--- config.mk ---
export PLATFORM = sky130hd
export DESIGN_NAME = voxel_active_bounds
export DESIGN_NICKNAME = d
export VERILOG_FILES = /design/src/rtl/vab_pkg.sv /design/src/rtl/vab_tracker.sv /design/src/rtl/vab_result.sv /design/src/rtl/voxel_active_bounds.sv
export SDC_FILE = /design/constraint.sdc
export NUM_CORES = 1
export LEC_CHECK = 0
export BUFFER_PORTS_ARGS = -buffer_cell sky130_fd_sc_hd__buf_2
export CAP_MARGIN = 25
export CORE_MARGIN = 2
export CORE_UTILIZATION = 36
export DETAILED_ROUTE_END_ITERATION = 8
export HOLD_SLACK_MARGIN = 0.03
export PLACE_DENSITY = 0.51
export SLEW_MARGIN = 40
export SYNTH_ARGS = -nofsm -noshare
export SYNTH_HDL_FRONTEND = slang
export SYNTH_SLANG_ARGS = --single-unit
--- constraint.sdc ---
create_clock -name clk -period 9.03 [get_ports clk]
set_input_delay 0.903 -clock clk [delete_from_list [all_inputs] [get_ports clk]]
set_output_delay 0.903 -clock clk [all_outputs]
set_load 0.02 [all_outputs]
--- src/rtl/vab_pkg.sv ---
package vab_pkg;

    localparam int VOXEL_W   = 8;
    localparam int SIZE_W    = 9;
    localparam int ORIGIN_W  = 16;
    localparam int BOUND_W   = 17;
    localparam int CFG_IDX_W = 3;

    typedef enum logic [CFG_IDX_W-1:0] {
        CFG_SIZE_X   = 3'd0,
        CFG_SIZE_Y   = 3'd1,
        CFG_SIZE_Z   = 3'd2,
        CFG_ORIGIN_X = 3'd3,
        CFG_ORIGIN_Y = 3'd4,
        CFG_ORIGIN_Z = 3'd5
    } cfg_index_t;

    // Handed from the tracker to the result register on every voxel transfer.
    typedef struct packed {
        logic fire;
        logic found;
    } vab_ctrl_t;

endpackage

--- src/rtl/vab_tracker.sv ---
module vab_tracker #(
    parameter int MAX_DIM = 256
) (
    input  logic                          clk,
    input  logic                          rst_n,
    input  logic [vab_pkg::SIZE_W-1:0]    size_x,
    input  logic [vab_pkg::SIZE_W-1:0]    size_y,
    input  logic [vab_pkg::SIZE_W-1:0]    size_z,
    input  logic                          accept,
    input  logic [vab_pkg::VOXEL_W-1:0]   voxel,
    output logic                          last_voxel,
    output vab_pkg::vab_ctrl_t            ctrl,
    output logic [$clog2(MAX_DIM)-1:0]    low_x,
    output logic [$clog2(MAX_DIM)-1:0]    low_y,
    output logic [$clog2(MAX_DIM)-1:0]    low_z,
    output logic [$clog2(MAX_DIM)-1:0]    high_x,
    output logic [$clog2(MAX_DIM)-1:0]    high_y,
    output logic [$clog2(MAX_DIM)-1:0]    high_z
);
    import vab_pkg::*;

    localparam int PW = $clog2(MAX_DIM);

    logic [PW-1:0] pos_x_reg, pos_y_reg, pos_z_reg;
    logic [PW-1:0] pos_x_next, pos_y_next, pos_z_next;
    logic          seen_reg, seen_next;
    logic [PW-1:0] low_x_reg, low_y_reg, low_z_reg;
    logic [PW-1:0] high_x_reg, high_y_reg, high_z_reg;
    logic [PW-1:0] low_x_next, low_y_next, low_z_next;
    logic [PW-1:0] high_x_next, high_y_next, high_z_next;

    logic [PW-1:0] last_x, last_y, last_z;
    logic [PW-1:0] cur_x, cur_y, cur_z;
    logic          end_x, end_y, end_z;
    logic          hit;

    // A size of zero counts as one and a size above MAX_DIM as MAX_DIM.
    function automatic logic [PW-1:0] last_of(input logic [SIZE_W-1:0] s);
        int unsigned v;
        v = 32'(s);
        if (v == 0)
            return '0;
        else if (v > MAX_DIM)
            return PW'(MAX_DIM - 1);
        else
            return PW'(v - 1);
    endfunction

    assign last_x = last_of(size_x);
    assign last_y = last_of(size_y);
    assign last_z = last_of(size_z);

    // A counter left beyond a shrunken size is taken as sitting on the last position.
    assign end_x = pos_x_reg >= last_x;
    assign end_y = pos_y_reg >= last_y;
    assign end_z = pos_z_reg >= last_z;
    assign cur_x = end_x ? last_x : pos_x_reg;
    assign cur_y = end_y ? last_y : pos_y_reg;
    assign cur_z = end_z ? last_z : pos_z_reg;

    assign last_voxel = end_x && end_y && end_z;
    assign hit        = voxel != '0;

    always_comb
    begin
        low_x_next  = low_x_reg;
        low_y_next  = low_y_reg;
        low_z_next  = low_z_reg;
        high_x_next = high_x_reg;
        high_y_next = high_y_reg;
        high_z_next = high_z_reg;
        seen_next   = seen_reg;
        if (hit)
        begin
            seen_next = 1'b1;
            if (!seen_reg)
            begin
                low_x_next  = cur_x;
                low_y_next  = cur_y;
                low_z_next  = cur_z;
                high_x_next = cur_x;
                high_y_next = cur_y;
                high_z_next = cur_z;
            end
            else
            begin
                if (cur_x < low_x_reg)  low_x_next  = cur_x;
                if (cur_y < low_y_reg)  low_y_next  = cur_y;
                if (cur_z < low_z_reg)  low_z_next  = cur_z;
                if (cur_x > high_x_reg) high_x_next = cur_x;
                if (cur_y > high_y_reg) high_y_next = cur_y;
                if (cur_z > high_z_reg) high_z_next = cur_z;
            end
        end
    end

    always_comb
    begin
        pos_x_next = pos_x_reg;
        pos_y_next = pos_y_reg;
        pos_z_next = pos_z_reg;
        if (!end_x)
        begin
            pos_x_next = cur_x + 1'b1;
        end
        else
        begin
            pos_x_next = '0;
            if (!end_y)
            begin
                pos_y_next = cur_y + 1'b1;
            end
            else
            begin
                pos_y_next = '0;
                pos_z_next = cur_z + 1'b1;
            end
        end
    end

    assign ctrl.fire  = accept && last_voxel;
    assign ctrl.found = seen_next;
    assign low_x  = low_x_next;
    assign low_y  = low_y_next;
    assign low_z  = low_z_next;
    assign high_x = high_x_next;
    assign high_y = high_y_next;
    assign high_z = high_z_next;

    always_ff @(posedge clk or negedge rst_n)
    begin
        if (!rst_n)
        begin
            pos_x_reg  <= '0;
            pos_y_reg  <= '0;
            pos_z_reg  <= '0;
            seen_reg   <= 1'b0;
            low_x_reg  <= '0;
            low_y_reg  <= '0;
            low_z_reg  <= '0;
            high_x_reg <= '0;
            high_y_reg <= '0;
            high_z_reg <= '0;
        end
        else if (accept)
        begin
            if (last_voxel)
            begin
                // The volume is complete, so everything clears for the next one.
                pos_x_reg  <= '0;
                pos_y_reg  <= '0;
                pos_z_reg  <= '0;
                seen_reg   <= 1'b0;
                low_x_reg  <= '0;
                low_y_reg  <= '0;
                low_z_reg  <= '0;
                high_x_reg <= '0;
                high_y_reg <= '0;
                high_z_reg <= '0;
            end
            else
            begin
                pos_x_reg  <= pos_x_next;
                pos_y_reg  <= pos_y_next;
                pos_z_reg  <= pos_z_next;
                seen_reg   <= seen_next;
                low_x_reg  <= low_x_next;
                low_y_reg  <= low_y_next;
                low_z_reg  <= low_z_next;
                high_x_reg <= high_x_next;
                high_y_reg <= high_y_next;
                high_z_reg <= high_z_next;
            end
        end
    end

endmodule

--- src/rtl/vab_result.sv ---
module vab_result #(
    parameter int MAX_DIM = 256
) (
    input  logic                                clk,
    input  logic                                rst_n,
    input  vab_pkg::vab_ctrl_t                  ctrl,
    input  logic [$clog2(MAX_DIM)-1:0]          low_x,
    input  logic [$clog2(MAX_DIM)-1:0]          low_y,
    input  logic [$clog2(MAX_DIM)-1:0]          low_z,
    input  logic [$clog2(MAX_DIM)-1:0]          high_x,
    input  logic [$clog2(MAX_DIM)-1:0]          high_y,
    input  logic [$clog2(MAX_DIM)-1:0]          high_z,
    input  logic signed [vab_pkg::ORIGIN_W-1:0] origin_x,
    input  logic signed [vab_pkg::ORIGIN_W-1:0] origin_y,
    input  logic signed [vab_pkg::ORIGIN_W-1:0] origin_z,
    input  logic                                result_stall,
    output logic                                result_valid,
    output logic                                found,
    output logic signed [vab_pkg::BOUND_W-1:0]  min_x,
    output logic signed [vab_pkg::BOUND_W-1:0]  min_y,
    output logic signed [vab_pkg::BOUND_W-1:0]  min_z,
    output logic signed [vab_pkg::BOUND_W-1:0]  max_x,
    output logic signed [vab_pkg::BOUND_W-1:0]  max_y,
    output logic signed [vab_pkg::BOUND_W-1:0]  max_z
);
    import vab_pkg::*;

    localparam int PW = $clog2(MAX_DIM);

    logic                       valid_reg, valid_next;
    logic                       found_reg;
    logic signed [BOUND_W-1:0]  min_x_reg, min_y_reg, min_z_reg;
    logic signed [BOUND_W-1:0]  max_x_reg, max_y_reg, max_z_reg;

    // Origin plus offset, wrapped to the width of a bound; zero when nothing was found.
    function automatic logic [BOUND_W-1:0] bound(input logic [ORIGIN_W-1:0] org,
                                                 input logic [PW-1:0] off,
                                                 input logic hit);
        logic [BOUND_W-1:0] sum;
        sum = {org[ORIGIN_W-1], org} + {{(BOUND_W-PW){1'b0}}, off};
        return hit ? sum : '0;
    endfunction

    // The tracker only fires when this register is free or being emptied.
    assign valid_next = ctrl.fire || (valid_reg && result_stall);

    always_ff @(posedge clk or negedge rst_n)
    begin
        if (!rst_n)
        begin
            valid_reg <= 1'b0;
        end
        else
        begin
            valid_reg <= valid_next;
        end
    end

    always_ff @(posedge clk)
    begin
        if (ctrl.fire)
        begin
            found_reg <= ctrl.found;
            min_x_reg <= bound(origin_x, low_x, ctrl.found);
            min_y_reg <= bound(origin_y, low_y, ctrl.found);
            min_z_reg <= bound(origin_z, low_z, ctrl.found);
            max_x_reg <= bound(origin_x, high_x, ctrl.found);
            max_y_reg <= bound(origin_y, high_y, ctrl.found);
            max_z_reg <= bound(origin_z, high_z, ctrl.found);
        end
    end

    assign result_valid = valid_reg;
    assign found        = found_reg;
    assign min_x        = min_x_reg;
    assign min_y        = min_y_reg;
    assign min_z        = min_z_reg;
    assign max_x        = max_x_reg;
    assign max_y        = max_y_reg;
    assign max_z        = max_z_reg;

endmodule

--- src/rtl/voxel_active_bounds.sv ---
// Occupied-voxel bounding box over a raster-ordered volume stream.
// Throughput: one voxel per cycle; only the final voxel of a volume waits while the
// result register still holds an untaken result.
// The result is registered and appears in the cycle after the transfer of the final voxel.
// Reset: sizes return to one, origins to zero, position counters and trackers clear.
module voxel_active_bounds #(
    parameter int MAX_DIM = 256
) (
    input  logic                                clk,
    input  logic                                rst_n,
    input  logic                                cfg_valid,
    output logic                                cfg_ready,
    input  logic [vab_pkg::CFG_IDX_W-1:0]       cfg_index,
    input  logic [vab_pkg::ORIGIN_W-1:0]        cfg_data,
    input  logic                                voxel_valid,
    output logic                                voxel_stall,
    input  logic [vab_pkg::VOXEL_W-1:0]         voxel,
    output logic                                result_valid,
    input  logic                                result_stall,
    output logic                                found,
    output logic signed [vab_pkg::BOUND_W-1:0]  min_x,
    output logic signed [vab_pkg::BOUND_W-1:0]  min_y,
    output logic signed [vab_pkg::BOUND_W-1:0]  min_z,
    output logic signed [vab_pkg::BOUND_W-1:0]  max_x,
    output logic signed [vab_pkg::BOUND_W-1:0]  max_y,
    output logic signed [vab_pkg::BOUND_W-1:0]  max_z
);
    import vab_pkg::*;

    localparam int PW = $clog2(MAX_DIM);

    logic [SIZE_W-1:0]          size_x_reg, size_y_reg, size_z_reg;
    logic signed [ORIGIN_W-1:0] origin_x_reg, origin_y_reg, origin_z_reg;
    logic                       accept;
    logic                       last_voxel;
    vab_ctrl_t                  ctrl;
    logic [PW-1:0]              low_x, low_y, low_z, high_x, high_y, high_z;

    assign cfg_ready = 1'b1;

    always_ff @(posedge clk or negedge rst_n)
    begin
        if (!rst_n)
        begin
            size_x_reg   <= SIZE_W'(1);
            size_y_reg   <= SIZE_W'(1);
            size_z_reg   <= SIZE_W'(1);
            origin_x_reg <= '0;
            origin_y_reg <= '0;
            origin_z_reg <= '0;
        end
        else if (cfg_valid && cfg_ready)
        begin
            unique case (cfg_index)
                CFG_SIZE_X:   size_x_reg   <= cfg_data[SIZE_W-1:0];
                CFG_SIZE_Y:   size_y_reg   <= cfg_data[SIZE_W-1:0];
                CFG_SIZE_Z:   size_z_reg   <= cfg_data[SIZE_W-1:0];
                CFG_ORIGIN_X: origin_x_reg <= cfg_data;
                CFG_ORIGIN_Y: origin_y_reg <= cfg_data;
                CFG_ORIGIN_Z: origin_z_reg <= cfg_data;
                default:      ;
            endcase
        end
    end

    // Only the final voxel of a volume needs room in the result register.
    assign voxel_stall = last_voxel && result_valid && result_stall;
    assign accept      = voxel_valid && !voxel_stall;

    vab_tracker #(
        .MAX_DIM (MAX_DIM)
    ) u_tracker (
        .clk        (clk),
        .rst_n      (rst_n),
        .size_x     (size_x_reg),
        .size_y     (size_y_reg),
        .size_z     (size_z_reg),
        .accept     (accept),
        .voxel      (voxel),
        .last_voxel (last_voxel),
        .ctrl       (ctrl),
        .low_x      (low_x),
        .low_y      (low_y),
        .low_z      (low_z),
        .high_x     (high_x),
        .high_y     (high_y),
        .high_z     (high_z)
    );

    vab_result #(
        .MAX_DIM (MAX_DIM)
    ) u_result (
        .clk          (clk),
        .rst_n        (rst_n),
        .ctrl         (ctrl),
        .low_x        (low_x),
        .low_y        (low_y),
        .low_z        (low_z),
        .high_x       (high_x),
        .high_y       (high_y),
        .high_z       (high_z),
        .origin_x     (origin_x_reg),
        .origin_y     (origin_y_reg),
        .origin_z     (origin_z_reg),
        .result_stall (result_stall),
        .result_valid (result_valid),
        .found        (found),
        .min_x        (min_x),
        .min_y        (min_y),
        .min_z        (min_z),
        .max_x        (max_x),
        .max_y        (max_y),
        .max_z        (max_z)
    );

endmodule

==> results_dict.tcl <==
set metrics [dict create \
    cp.arrival_ns 8.09 \
    worstPathRequired_ns 9.33 \
    synth_top_flop_cell "dfrtp_1" \
    cts-root-buf "clkbuf_16" \
    final_hold_viol_count 0 \
    tightestPinTransition_ns 0.815 \
    numCtsBuffers 30 \
    power_density_mw_per_mm2 368 \
    avgViaCountPerCell 5.31 \
    crit_path_start_kind "register" \
    synth-seq-cells 252 \
    setup_ws_ns 1.24 \
    yosysSeqAreaShare 0.435 \
    reg2reg_depth 28 \
    worstSkewPairLatency_ns 0.57 \
    slew_violations 0 \
    row_count 76 \
    p_total_uw 6680 \
    leakage_uw 0.00779 \
    dr.pass1.iters 5 \
    crit_type "register to register" \
    critPathBufInv 2 \
    netlist_area_sq_mm 0.0157 \
    antenna_found_initial 3 \
    area_delta_synth_final_pct 15.5 \
    r2r_slack_ns 1.24 \
    coreArea_sq_mm 0.0431 \
    die_area_sq_mm 0.0453 \
    track_usage 0.187 \
    hold_path.class "primary input to async pin" \
    synth.distinct_cells 86 \
    diodes 0 \
    slowest_delay_ns 0.58 \
    h-tree-depth 1 \
    synth_edf_count 103 \
    pin_count 138 \
    path_clk_slew_ns 0.06 \
    startpoint "size_z_reg[1]" \
    start_util 0.365 \
    worst_path_most_repeated_cell "o21ai_0" \
    slowest_stage "a21oi_2" \
    max-slew-margin-rel 0.454 \
    hpwl_mm 30.7 \
    syn_inst 1520 \
    drt-total-wl_mm 42.0 \
    first_iter_violations 657 \
    fin_crit_sh 0.863 \
    finalWeightedCongestion 0.870 \
    remaining_drc_errors 0 \
    final_nets 1824 \
    cts.path.max_buffers 3 \
    cts_hold_buf 0 \
    max_freq_ghz 0.128 \
    timing.final.crit_period_ns 7.79 \
    layout_commonest_cell "dfrtp_1" \
    cp_max_fo 17 \
    ir_worst_vdd_mv 0.199 \
    critical-path-top-delay-family "compound AO/OA/AOI/OAI gates" \
    final_util 0.421 \
    setup_viol 0 \
    status "finished clean" \
    regToRegStartpoint "size_z_reg[1]" \
    synth-async-reset-ratio 0.591 \
    grt_pass1_wl_mm 66.4 \
    route.antenna.remaining_nets 0 \
    drive_gt1_frac 0.207 \
    cts_tree "done" \
    yosysWarnings 0 \
    rsz0062_at_grt "no" \
    clock-sinks 252 \
    maxCapViolations 0 \
    reg2reg_to "u_result.min_z[14]" \
    die_w_microns 213 \
    grt_max_degree 82 \
    gr-total-overflow 0 \
    wl_per_cell_microns 18.5 \
    num_vias 12037 \
    setup.worst_path.end_class "register" \
    synthesis.nets 1685 \
    die_h_microns 213 \
    syn_avg_cell_area_sq_um 10.3 \
    finClkSkew_ns 0.0105 \
    fillers 4213 \
    portBuffers 136 \
    postCtsSetupBuffers 0 \
    final_cell_mix "dfrtp_1 (146), buf_2 (135), ha_1 (127)" \
    grt_pass1_vias 11785 \
    post-place-ws_ns 1.32 \
    finalSetupTns_ns 0 \
    cts_resized 0 \
]
==> synthesized netlist by cell type, drive strengths merged, types with 18 or more instances <==
| library cell | number | area (sq um) |
|---|---|---|
| and2 | 18 | 113 |
| clkbuf | 36 | 135 |
| or3 | 18 | 113 |
| inv | 113 | 424 |
| a22o | 29 | 254 |
| nor2 | 103 | 387 |
| o21ai | 116 | 611 |
| nand2 | 98 | 368 |
| nor2b | 20 | 125 |
| a21oi | 76 | 399 |
| mux2i | 24 | 248 |
| edfxtp | 103 | 3090 |
| dfrtp | 146 | 3650 |
| xnor2 | 41 | 359 |
| mux2 | 108 | 1220 |
| nand3 | 39 | 195 |
| ha | 127 | 1590 |
| nor3 | 39 | 205 |
==> worst max-delay path by stage <==
stage | depth (start not counted) | to | slack, ns
6_report | 28 | u_result.min_z[14] | 1.24
5_1_grt | 28 | u_result.min_z[14] | 0.40
4_1_cts | 27 | u_result.max_z[14] | 1.26
3_5_place_dp | 27 | u_result.min_z[14] | 1.32
3_3_place_gp | 28 | u_result.max_z[14] | 1.40
2_1_floorplan | 11 | u_result.found | 0.99
==> logic make-up after synthesis <==
kind of cell,after synthesis,synth area share
simple gates,419,0.136
compound gates,358,0.153
flops,252,0.435
buf+inv,165,0.0411
fa+ha+maj,136,0.111
mux,132,0.0932
xor+xnor,57,0.0318
other cells,1,0.000239
==> layer usage <==
metal	vias to the layer above	wire [microns]	global-route usage
met2	261	19000	0.302
met3	55	1890	0.0216
li1	5870	-	-
met4	2	804	0.0424
met5	-	16	0
met1	5849	20300	0.269
==> worst reg2reg max path, delay by kind of cell (launching register included) <==
family                   cells  cell delay [ns]
AO/OA/AOI/OAI               14             4.05
flip-flops                   1             0.39
buffers and inverters        2             0.14
AND/OR/NAND/NOR              5             1.10
multiplexers                 1             0.29
XOR/XNOR                     1             0.20
adder cells (fa/ha/maj)      5             1.36
==> power by group <==
part | internal, uW | total [uW] | switching (uW)
Clock | 683 | 1190 | 508
Sequential | 1530 | 1740 | 205
Combinational | 1620 | 3750 | 2130
==> area by class of cell <==
cell class | instances | area (sq um) | share of cell area
Clock buffer | 38 | 833 | 0.0459
Timing Repair Buffer | 159 | 887 | 0.0489
Inverter | 113 | 424 | 0.0234
Multi-Input combinational cell | 1103 | 8310 | 0.458
Sequential cell | 252 | 6830 | 0.376
Tap cell | 585 | 732 | 0.0403
Clock inverter | 18 | 135 | 0.00745
==> stage by stage <==
stage	cell area [sq um]	hold WS (ns)	std cells
6_report	18100	0.234	2268
5_1_grt	18100	0.249	2268
4_1_cts	18100	0.397	2267
3_5_place_dp	17100	0.483	2211
3_3_place_gp	17100	0.488	2209
2_1_floorplan	15700	0.466	1520
Power figures use the tool's default switching activity.
